==> config.mk <==
export PLATFORM = sky130hd
export DESIGN_NAME = one_shot_timer_slot_table
export DESIGN_NICKNAME = d
export VERILOG_FILES = /design/src/hdl/osts_pkg.sv /design/src/hdl/osts_slot_mem.sv /design/src/hdl/one_shot_timer_slot_table.sv
export SDC_FILE = /design/constraint.sdc
export NUM_CORES = 2
export LEC_CHECK = 0
export ABC_AREA = 1
export BUFFER_PORTS_ARGS = -buffer_cell sky130_fd_sc_hd__clkbuf_2
export CAP_MARGIN = 20
export CORE_MARGIN = 2
export CORE_UTILIZATION = 50
export CTS_BUF_LIST = sky130_fd_sc_hd__clkbuf_16
export DETAILED_ROUTE_END_ITERATION = 10
export PLACE_DENSITY = 0.63
export SLEW_MARGIN = 40
export SYNTH_ARGS = -nofsm -noshare
export SYNTH_HDL_FRONTEND = slang
export SYNTH_SLANG_ARGS = --single-unit
==> constraint.sdc <==
create_clock -name clk -period 11.25 [get_ports clk]
set_clock_uncertainty 0.15 [all_clocks]
set_input_delay 2.25 -clock clk [delete_from_list [all_inputs] [get_ports clk]]
set_output_delay 2.25 -clock clk [all_outputs]
set_load 0.01 [all_outputs]
==> src/hdl/osts_pkg.sv <==
// ----------------------------------------------------------------------------
// osts_pkg
// Shared types and codes for the one-shot timer slot table.
// ----------------------------------------------------------------------------
package osts_pkg;

  localparam int SpanW  = 32;
  localparam int OwnerW = 8;
  localparam int TagW   = 16;
  localparam int TimeW  = 48;
  localparam int KindW  = 2;

  // input selector carried on tuser
  localparam logic OP_ARM  = 1'b0;
  localparam logic OP_TICK = 1'b1;

  // result kinds carried on tuser
  localparam logic [KindW-1:0] KIND_ARM    = 2'd0;
  localparam logic [KindW-1:0] KIND_EXPIRY = 2'd1;
  localparam logic [KindW-1:0] KIND_DONE   = 2'd2;

  typedef struct packed {
    logic [SpanW-1:0]  span;
    logic [OwnerW-1:0] owner;
    logic [TagW-1:0]   tag;
  } slot_entry_t;

  // write strobes from the sequencer to the slot memory
  typedef struct packed {
    logic span_en;
    logic meta_en;
  } slot_wr_t;

endpackage

==> src/hdl/osts_slot_mem.sv <==
// ----------------------------------------------------------------------------
// osts_slot_mem
// Slot storage: span memory with per-slot valid bits plus owner/tag memory,
// one write port and one registered read port.
// ----------------------------------------------------------------------------
module osts_slot_mem #(
  parameter int SLOTS = 16,
  parameter int IW    = 4
) (
  input  logic                 clk,
  input  logic                 rst,
  input  osts_pkg::slot_wr_t   wr,
  input  logic [IW-1:0]        wr_addr,
  input  osts_pkg::slot_entry_t wr_data,
  input  logic [IW-1:0]        rd_addr,
  output osts_pkg::slot_entry_t rd_data
);

  logic [osts_pkg::SpanW-1:0]                    span_mem [SLOTS];
  logic [osts_pkg::OwnerW+osts_pkg::TagW-1:0]    meta_mem [SLOTS];
  logic [SLOTS-1:0]                              valid;
  logic [osts_pkg::SpanW-1:0]                    span_q;
  logic [osts_pkg::OwnerW+osts_pkg::TagW-1:0]    meta_q;
  logic                                          vld_q;

  always_ff @(posedge clk) begin
    if (rst) begin
      valid <= '0;
    end else if (wr.span_en) begin
      valid[wr_addr] <= 1'b1;
    end
  end

  always_ff @(posedge clk) begin
    if (wr.span_en) begin
      span_mem[wr_addr] <= wr_data.span;
    end
    if (wr.meta_en) begin
      meta_mem[wr_addr] <= {wr_data.owner, wr_data.tag};
    end
    span_q <= span_mem[rd_addr];
    meta_q <= meta_mem[rd_addr];
    vld_q  <= valid[rd_addr];
  end

  // a slot never written reads as free
  assign rd_data.span  = vld_q ? span_q : '0;
  assign rd_data.owner = meta_q[osts_pkg::OwnerW+osts_pkg::TagW-1:osts_pkg::TagW];
  assign rd_data.tag   = meta_q[osts_pkg::TagW-1:0];

endmodule

==> src/hdl/one_shot_timer_slot_table.sv <==
// ----------------------------------------------------------------------------
// one_shot_timer_slot_table
// Table of one-shot timers: arm words claim the first free slot, tick words
// count down every busy slot and report the ones that expire.
// ----------------------------------------------------------------------------
//  channel  dir  handshake               tuser          tdata / tlast
//  s_axis   in   s_axis_tvalid/tready    opcode         owner, span, tag
//  m_axis   out  m_axis_tvalid/tready    kind           accepted, owner, tag,
//                                                       run_time; tlast=last
//
//  each word passes an accept state, a read-modify-write walk over every slot
//  of the memory, and a closing state.
//  a new word is taken only after the closing cycle of the previous one.
//  reset clears the slot valid bits at once, so there is no clearing pass.
//  a stalled output holds the walk on the slot that expires.
// ----------------------------------------------------------------------------
module one_shot_timer_slot_table #(
  parameter int SLOTS = 16
) (
  input  logic        clk,
  input  logic        rst,
  input  logic        s_axis_tvalid,
  output logic        s_axis_tready,
  input  logic [55:0] s_axis_tdata,   // owner_task[7:0], span_ticks[39:8], timer_tag[55:40]
  input  logic        s_axis_tuser,   // opcode
  output logic        m_axis_tvalid,
  input  logic        m_axis_tready,
  output logic [79:0] m_axis_tdata,   // accepted[0], expired_owner[8:1], expired_tag[24:9],
                                      // run_time[72:25], zero[79:73]
  output logic [1:0]  m_axis_tuser,   // kind
  output logic        m_axis_tlast    // last_of_run
);

  localparam int IW = (SLOTS > 1) ? $clog2(SLOTS) : 1;
  localparam logic [IW-1:0] LastIdx = IW'(SLOTS - 1);

  typedef enum logic [1:0] {IDLE, WALK, FIN} state_t;

  state_t                         state;
  logic [IW-1:0]                  idx;
  logic                           op;
  logic [osts_pkg::OwnerW-1:0]    arg_owner;
  logic [osts_pkg::SpanW-1:0]     arg_span;
  logic [osts_pkg::TagW-1:0]      arg_tag;
  logic                           found;
  logic [IW-1:0]                  fidx;
  logic [osts_pkg::TimeW-1:0]     tick_total;

  logic                           out_valid;
  logic [osts_pkg::KindW-1:0]     out_kind;
  logic                           out_acc;
  logic [osts_pkg::OwnerW-1:0]    out_owner;
  logic [osts_pkg::TagW-1:0]      out_tag;
  logic [osts_pkg::TimeW-1:0]     out_time;
  logic                           out_last;

  osts_pkg::slot_wr_t             wr;
  logic [IW-1:0]                  wr_addr;
  osts_pkg::slot_entry_t          wr_data;
  logic [IW-1:0]                  rd_addr;
  osts_pkg::slot_entry_t          cur;

  logic                           can_push;
  logic                           cur_busy;
  logic [osts_pkg::SpanW-1:0]     span_dec;
  logic                           hit;
  logic                           advance;
  logic                           fin_go;
  logic                           push;

  osts_slot_mem #(.SLOTS(SLOTS), .IW(IW)) u_mem (
    .clk     (clk),
    .rst     (rst),
    .wr      (wr),
    .wr_addr (wr_addr),
    .wr_data (wr_data),
    .rd_addr (rd_addr),
    .rd_data (cur)
  );

  assign can_push = !out_valid || m_axis_tready;
  assign cur_busy = (cur.span != '0);
  assign span_dec = cur.span - osts_pkg::SpanW'(1);
  assign hit      = (op == osts_pkg::OP_TICK) && cur_busy && (span_dec == '0);
  assign advance  = (state == WALK) && (!hit || can_push);
  assign fin_go   = (state == FIN) && can_push;
  assign push     = (advance && hit) || fin_go;

  // read address points at the slot handled in the next cycle, else at slot 0
  always_comb begin
    if (advance && idx != LastIdx) begin
      rd_addr = idx + IW'(1);
    end else if (state == WALK && !advance) begin
      rd_addr = idx;
    end else begin
      rd_addr = '0;
    end
  end

  always_comb begin
    wr.span_en = 1'b0;
    wr.meta_en = 1'b0;
    wr_addr    = idx;
    wr_data    = '{span: span_dec, owner: cur.owner, tag: cur.tag};
    if (state == FIN) begin
      wr_addr    = fidx;
      wr_data    = '{span: arg_span, owner: arg_owner, tag: arg_tag};
      wr.span_en = fin_go && (op == osts_pkg::OP_ARM) && found;
      wr.meta_en = wr.span_en;
    end else if (advance && op == osts_pkg::OP_TICK && cur_busy) begin
      wr.span_en = 1'b1;
    end
  end

  always_ff @(posedge clk) begin
    if (rst) begin
      state      <= IDLE;
      idx        <= '0;
      found      <= 1'b0;
      tick_total <= '0;
      out_valid  <= 1'b0;
    end else begin
      if (push) begin
        out_valid <= 1'b1;
      end else if (m_axis_tready) begin
        out_valid <= 1'b0;
      end
      unique case (state)
        IDLE: begin
          if (s_axis_tvalid) begin
            op        <= s_axis_tuser;
            arg_owner <= s_axis_tdata[7:0];
            arg_span  <= s_axis_tdata[39:8];
            arg_tag   <= s_axis_tdata[55:40];
            idx       <= '0;
            found     <= 1'b0;
            if (s_axis_tuser == osts_pkg::OP_TICK) begin
              tick_total <= tick_total + osts_pkg::TimeW'(1);
            end
            state <= WALK;
          end
        end
        WALK: begin
          if (advance) begin
            if (op == osts_pkg::OP_ARM && !found && !cur_busy) begin
              found <= 1'b1;
              fidx  <= idx;
            end
            if (hit) begin
              out_kind  <= osts_pkg::KIND_EXPIRY;
              out_acc   <= 1'b0;
              out_owner <= cur.owner;
              out_tag   <= cur.tag;
              out_time  <= '0;
              out_last  <= 1'b0;
            end
            if (idx == LastIdx) begin
              state <= FIN;
            end else begin
              idx <= idx + IW'(1);
            end
          end
        end
        FIN: begin
          if (can_push) begin
            out_owner <= '0;
            out_tag   <= '0;
            out_last  <= 1'b1;
            if (op == osts_pkg::OP_ARM) begin
              out_kind <= osts_pkg::KIND_ARM;
              out_acc  <= found;
              out_time <= '0;
            end else begin
              out_kind <= osts_pkg::KIND_DONE;
              out_acc  <= 1'b0;
              out_time <= tick_total;
            end
            state <= IDLE;
          end
        end
        default: state <= IDLE;
      endcase
    end
  end

  assign s_axis_tready = (state == IDLE);
  assign m_axis_tvalid = out_valid;
  assign m_axis_tuser  = out_kind;
  assign m_axis_tlast  = out_last;
  assign m_axis_tdata  = {7'd0, out_time, out_tag, out_owner, out_acc};

endmodule
# Word-level counts from Yosys, hierarchy flattened
# Memory sizes are Yosys's and may differ from the RTL's. A register that Yosys moved wholly into a read port is not among the register bits.
# Index checks and enable logic that the tools add are counted.
[classes] n_addsub=3 muxes=56 bitwise=3 n_reduce_logical=35 order_cmp=3 n_eq_ne=11
[ops] operator="48-bit two-way mux" n=4
[ops] operator="48-bit one-hot mux with 2 select lines" n=1
[ops] operator="56-bit two-way mux" n=1
[ops] operator="48-bit by 1-bit adder with 48-bit output (second input constant)" n=1
[ops] operator="16-bit two-way mux" n=3
[ops] operator="32-bit zero test" n=1
[ops] operator="32-bit two-way mux" n=1
[ops] operator="16-bit one-hot mux with 2 select lines" n=1
[ops] operator="32-bit nonzero test" n=1
[ops] operator="32-bit by 1-bit subtractor with 32-bit output (second input constant)" n=1
[ops] operator="4-bit two-way mux" n=6
[ops] operator="8-bit two-way mux" n=3
[ops] operator="1-bit two-way mux" n=19
[ops] operator="2-bit two-way mux" n=8
[ops] operator="16-bit OR" n=1
[ops] operator="8-bit one-hot mux with 2 select lines" n=1
[ops] operator="4-bit AND reduction" n=4
[ops] operator="1-bit logical AND" n=14
[ops] operator="4-bit by 5-bit less-than comparator with 1-bit output (second input constant)" n=2
[ops] operator="2-bit != test (second input constant)" n=5
[ops] operator="4-bit one-hot mux with 2 select lines" n=1
[ops] operator="1-bit one-hot mux with 2 select lines" n=3
[ops] operator="2-bit one-hot mux with 3 select lines" n=1
[ops] operator="3-bit AND reduction" n=2
[ops] operator="other kinds (16)" n=26
[word_totals] reg_bits=210 output_inout_bits=85 n_memories=2 mem_bits_rw=896 input_bits=61 wordCells=131
[memory_table] name="u_mem.span_mem" depth=16 word_bits=32 read_ports=1 rd_ports_with_merged_regs=1 write_ports=1 line="osts_slot_mem.sv:19" text="logic [osts_pkg::SpanW-1:0] span_mem [SLOTS];"
[memory_table] name="u_mem.meta_mem" depth=16 word_bits=24 read_ports=1 rd_ports_with_merged_regs=1 write_ports=1 line="osts_slot_mem.sv:20" text="logic [osts_pkg::OwnerW+osts_pkg::TagW-1:0] meta_mem [SLOTS];"

# Longest topological paths before layout
[depth] depth_word=13 ltp_mapped=26 depth_no_buf=23

# Modules after synthesis
# Synthesis repeated with hierarchy kept, for this count alone.
[hier_totals] hier_cells=5010 hier_area_um2=49990.4
[by_module_without_submodules] module="osts_slot_mem" seq_area_each_um2=28367.2 cells_per_inst=3893 area_per_inst_um2=40603.9 n_inst=1
[by_module_without_submodules] module="one_shot_timer_slot_table" seq_area_each_um2=5235.0 cells_per_inst=1117 area_per_inst_um2=9386.5 n_inst=1

# Worst setup path after synthesis
# No wires, ideal clock.
[synth_timing] path_type="input port to flip-flop" startpoint="input port rst" endpoint="register out_last (netlist: m_axis_tlast), enable pin" arrival_ps=8226 setup_slack_ps=2255 required_time_ps=10481 cell_stages=3 setup_time_ps=619 n_path_buf=2 path_cell_list="clkbuf_1 -> clkbuf_1 -> nor3b_1"
[synth_via] elab_chain_cells=2
[synth_lines] element="start: declaration" line="one_shot_timer_slot_table.sv:21" text="input logic rst,"
[synth_lines] element="1-bit inverter (no source line)"
[synth_lines] element="5-bit AND reduction (no source line)"
[synth_lines] element="end signal: assignment" line="one_shot_timer_slot_table.sv:155" text="out_last <= 1'b0;"
[synth_lines] element="end signal: assignment" line="one_shot_timer_slot_table.sv:168" text="out_last <= 1'b1;"
[synth_lines] element="end: declaration" line="one_shot_timer_slot_table.sv:55" text="logic out_last;"
# Every way passes these cells.
# A chain may end at the register's enable or synchronous reset.

# Worst setup path after layout
[layout_timing] startpoint="register u_mem.vld_q" endpoint="register u_mem.span_q[22] (netlist bit) (read register of u_mem.span_mem)"
[layout_via] elab_chain_cells=11 elab_cells_between_ends=14 classes_between="1 x add/sub; 3 x mux; 10 x reduce/logical"
[layout_lines] element="start: declaration" line="osts_slot_mem.sv:24" text="logic vld_q;"
[layout_lines] element="start signal: assignment" line="osts_slot_mem.sv:43" text="vld_q <= valid[rd_addr];"
[layout_lines] element="32-bit two-way mux (*)" line="osts_slot_mem.sv:47" text="assign rd_data.span = vld_q ? span_q : '0;"
[layout_lines] element="32-bit by 1-bit subtractor with 32-bit output or 32-bit nonzero test (tied branches)" line="one_shot_timer_slot_table.sv:83, one_shot_timer_slot_table.sv:82"
[layout_lines] element="32-bit zero test or 1-bit logical AND (tied branches)" line="one_shot_timer_slot_table.sv:84" text="assign hit = (op == osts_pkg::OP_TICK) && cur_busy && (span_dec == '0);"
[layout_lines] element="1-bit logical AND (*)" line="one_shot_timer_slot_table.sv:84"
[layout_lines] element="1-bit zero test (*)" line="one_shot_timer_slot_table.sv:85" text="assign advance = (state == WALK) && (!hit || can_push);"
[layout_lines] element="1-bit logical OR (*)" line="one_shot_timer_slot_table.sv:85"
[layout_lines] element="1-bit logical AND (*)" line="one_shot_timer_slot_table.sv:85"
[layout_lines] element="1-bit zero test" line="one_shot_timer_slot_table.sv:93" text="end else if (state == WALK && !advance) begin"
[layout_lines] element="1-bit logical AND" line="one_shot_timer_slot_table.sv:93"
[layout_lines] element="4-bit two-way mux" line="one_shot_timer_slot_table.sv:93"
[layout_lines] element="4-bit two-way mux (*)" line="one_shot_timer_slot_table.sv:91" text="if (advance && idx != LastIdx) begin"
[layout_lines] element="end: declaration" line="osts_slot_mem.sv:22" text="logic [osts_pkg::SpanW-1:0] span_q;"
# Every way passes the cells marked *; elsewhere a longest branch is shown, timed or not.

==> results.ini <==
[run_status]
status=finished, final reports clean

[sta]
setup_viol=0
worstMarginPinSlew_ps=878.2
slew_headroom_pct=41.45
maxSlewViolCount=0
max_freq_mhz=161.0
final.period_utilization_pct=55.23
fin_crit_ps=6213
rsz0062_at_grt=no
finalSetupTns_ps=0
hold_viol=0

[synthesis]
yosysSeqAreaShare_pct=67.44
synth-seq-cells=1162
ys.flop_type=edfxtp_1
yosysUniqueCellTypes=38
synth-async-reset-ratio_pct=0
syn_area_mm2=0.04983
synth-edff-count=1033
netlist_instances=4777
syn_avg_cell_area_um2=10.43
yosysWarnings=0

[cts]
clk_pin_slew_ps=60
cts_buffers=119
cts_tree=yes
cts.path.max_buffers=3
cts_root_buffer=clkbuf_16
ctsResizeCount=0
post_cts_buffers=0
cts_hold_buf=0
numClockSinks=1162
clock_latency_ps=710
ctsHtreeMaxLevel=3

[final_layout]
fin_util_pct=56.67
nNetsFinal=4926
drive_gt1_share_pct=9.805
antenna_cells=0
area_delta_synth_final_pct=12.10

[floorplanning]
start_util_pct=50.55
die_h_um=319.7
die_w_um=319.7
die_area_mm2=0.1022
core_area_mm2=0.09856
design.portCount=146
rows=115

[power]
finalPower_mw=10.69
power_frac_seq_pct=48.2
intPower_mw=7.759
comb_power_share_pct=15.0
powerDensity_mw_per_mm2=191.4
power.share.clock_pct=36.8
switching_share_pct=27.44
power.switching_mw=2.934
ir_worst_vdd_v=0.0001551
power_leakage_nw=22.36

[grt]
grt_pass1_vias=32270
grt_first_pass_wirelength_um=194900
overflow=0
track_usage_pct=24.90
grt_antenna_before_repair=0
grt_max_degree=145

[worst_hold_path]
hp-class=register to register
whs_path_depth=2

[routing]
routedWlPerCell_um=20.59
drt_wl_total_um=128800
drt.antenna.violating_nets=0
vias=34390
drt_iter0_drc=3821
drt_first_pass_iters=6
via_per_inst=5.499
drcViolationCount=0

[critical_path]
arrival_ps=6640
cp-startpoint=u_mem.vld_q$_DFF_P_
critical_path_class=register to register
r2r-end=u_mem.span_q[22]$_DFF_P_
worstRegToRegCells=25
startpoint_type=register
end_kind=register
crit_path_end=u_mem.span_q[22]$_DFF_P_
regToRegSetupSlack_ps=5040
cp_max_fo=86
rr_startpoint=u_mem.vld_q$_DFF_P_
required_ps=11680

[run]
max-cap-violations=0

[placed_design]
port_buffers=138
place.gp.congestion=0.8856
hpwl_um=64730

## synthesized netlist by cell type, drive strengths merged, types with 2 or more instances
library cell  count  share of area [%]
a21oi            53               0.53
a31oi             5              0.063
and2              2              0.025
buf             195                2.0
clkbuf           80               0.62
dfxtp           129                5.2
edfxtp         1033                 62
ha                4               0.10
inv             472                3.6
nand2          1349                 10
nand3           917                9.2
nand3b          174                2.6
nand4            17               0.21
nor2            199                1.6
nor3             47               0.47
nor3b             2              0.030
nor4              7              0.088
o21a              4              0.060
o21ai            61               0.61
o21bai            2              0.030
or2               3              0.038
xor2             17               0.30
## through the flow
step	area [um^2]	hold WS, ps	worst slack (ps)	std cells
global route	55860	321.6	4559	6254
floorplan	49850	285.9	2255	4783
detailed placement	51840	298.6	4802	6025
global placement	51680	292.8	4761	6021
finish	55860	308.2	5037	6254
CTS	55780	307.9	4774	6252
## per-layer routing
metal / track usage [%] / part of all wire (%) / vias to the layer above
met3: 2.824 / 6.7 / 210
met2: 40.46 / 47 / 1267
met1: 35.58 / 44 / 16600
li1: - / - / 16310
met5: 0 / 0 / -
met4: 7.117 / 2.4 / 0
## power groups by stage
stage                     registers [mW]  logic, mW  clock network, mW
final                               5.15       1.61               3.93
after global routing                5.16       1.79               4.15
after CTS                           5.15       1.59               3.99
after detailed placement            5.24       1.58                  0
after global placement              5.24       1.54                  0
after floorplan                     5.22       1.08                  0
## cells in the final DEF (no fill, tap or decap), types with 3 or more instances in the layout
cell | Yosys | layout
buf_6 | 5 | 14
nand2_2 | 12 | 11
a31oi_1 | 5 | 5
nand4_1 | 17 | 17
nand2_8 | 0 | 4
clkinvlp_4 | 0 | 7
ha_1 | 4 | 4
nor2_4 | 4 | 5
xor2_1 | 17 | 17
nand2_1 | 1334 | 1332
nor2_1 | 186 | 185
o21ai_0 | 59 | 57
nand3_1 | 915 | 915
clkinv_1 | 1 | 30
clkbuf_16 | 0 | 119
or2_2 | 3 | 3
bufinv_16 | 0 | 14
edfxtp_1 | 1033 | 1033
nor2_2 | 9 | 9
clkinv_16 | 0 | 4
a21oi_1 | 53 | 53
nor3_2 | 0 | 16
conb_1 | 1 | 7
buf_16 | 0 | 5
nand3b_1 | 174 | 174
dfxtp_1 | 129 | 128
inv_2 | 2 | 18
clkbuf_2 | 0 | 138
inv_1 | 470 | 473
clkinv_2 | 0 | 29
buf_4 | 25 | 72
o21a_1 | 4 | 4
nor4_1 | 7 | 7
nor3_1 | 47 | 30
## area by class of cell
type,instances,area [um^2]
inverter,473,1792
fill,8234,42710
multi-input combinational,2873,13330
tap,1287,1610
timing repair buffer,232,1582
clock inverter,108,965.9
clock buffer,119,2978
sequential,1162,33600
## worst min path at each step
stage / startpoint / end / slack, ps
floorplan: u_mem.valid[0]$_SDFFE_PP0P_ / u_mem.valid[0]$_SDFFE_PP0P_ / 290
global placement: u_mem.valid[10]$_SDFFE_PP0P_ / u_mem.valid[10]$_SDFFE_PP0P_ / 290
detailed placement: u_mem.valid[5]$_SDFFE_PP0P_ / u_mem.valid[5]$_SDFFE_PP0P_ / 300
CTS: u_mem.valid[5]$_SDFFE_PP0P_ / u_mem.valid[5]$_SDFFE_PP0P_ / 310
global route: u_mem.valid[4]$_SDFFE_PP0P_ / u_mem.valid[4]$_SDFFE_PP0P_ / 320
finish: u_mem.valid[4]$_SDFFE_PP0P_ / u_mem.valid[4]$_SDFFE_PP0P_ / 310
## flip-flops by register name, summed over array words and instances, names as in the netlist, 2 cells and up
| register | count |
|---|---|
| arg_owner | 8 |
| arg_span | 32 |
| arg_tag | 16 |
| fidx | 4 |
| idx | 4 |
| m_axis_tuser | 2 |
| out_owner | 8 |
| out_tag | 16 |
| out_time | 48 |
| state | 2 |
| tick_total | 48 |
| u_mem.meta_mem | 384 |
| u_mem.meta_q | 24 |
| u_mem.span_mem | 512 |
| u_mem.span_q | 32 |
| u_mem.valid | 16 |
## cell families (layout without fill, tap and decap cells)
family | Yosys count | in the layout | share of synthesized area, %
xor+xnor | 17 | 17 | 0.2988
buf+inv | 748 | 932 | 6.222
simple gates | 2717 | 2717 | 24.59
other cells | 1 | 7 | 0.007526
fa+ha+maj | 4 | 4 | 0.1004
flops | 1162 | 1162 | 67.44
compound gates | 128 | 128 | 1.343
## worst max-delay path: stages (launching register included)
cell     delay [ps]
dfxtp_2         820
nand2_1         240
ha_1            290
nand2_1         160
inv_1            70
nand2_1         190
nor2_1          130
nand2_1         100
nand2_1          70
nor2_1          160
nand2_1          90
nor2_1          150
nand2_1         100
nor2_1          340
nand3_2         160
nand2_2         170
nand2_8         260
buf_16          320
nand2_8         440
buf_16          380
buf_6           600
nand2_1         120
nand3_1         110
nand3_1         100
nand3_1         150
nand2_1          60
Note: power is estimated with default switching activity, not from simulation.
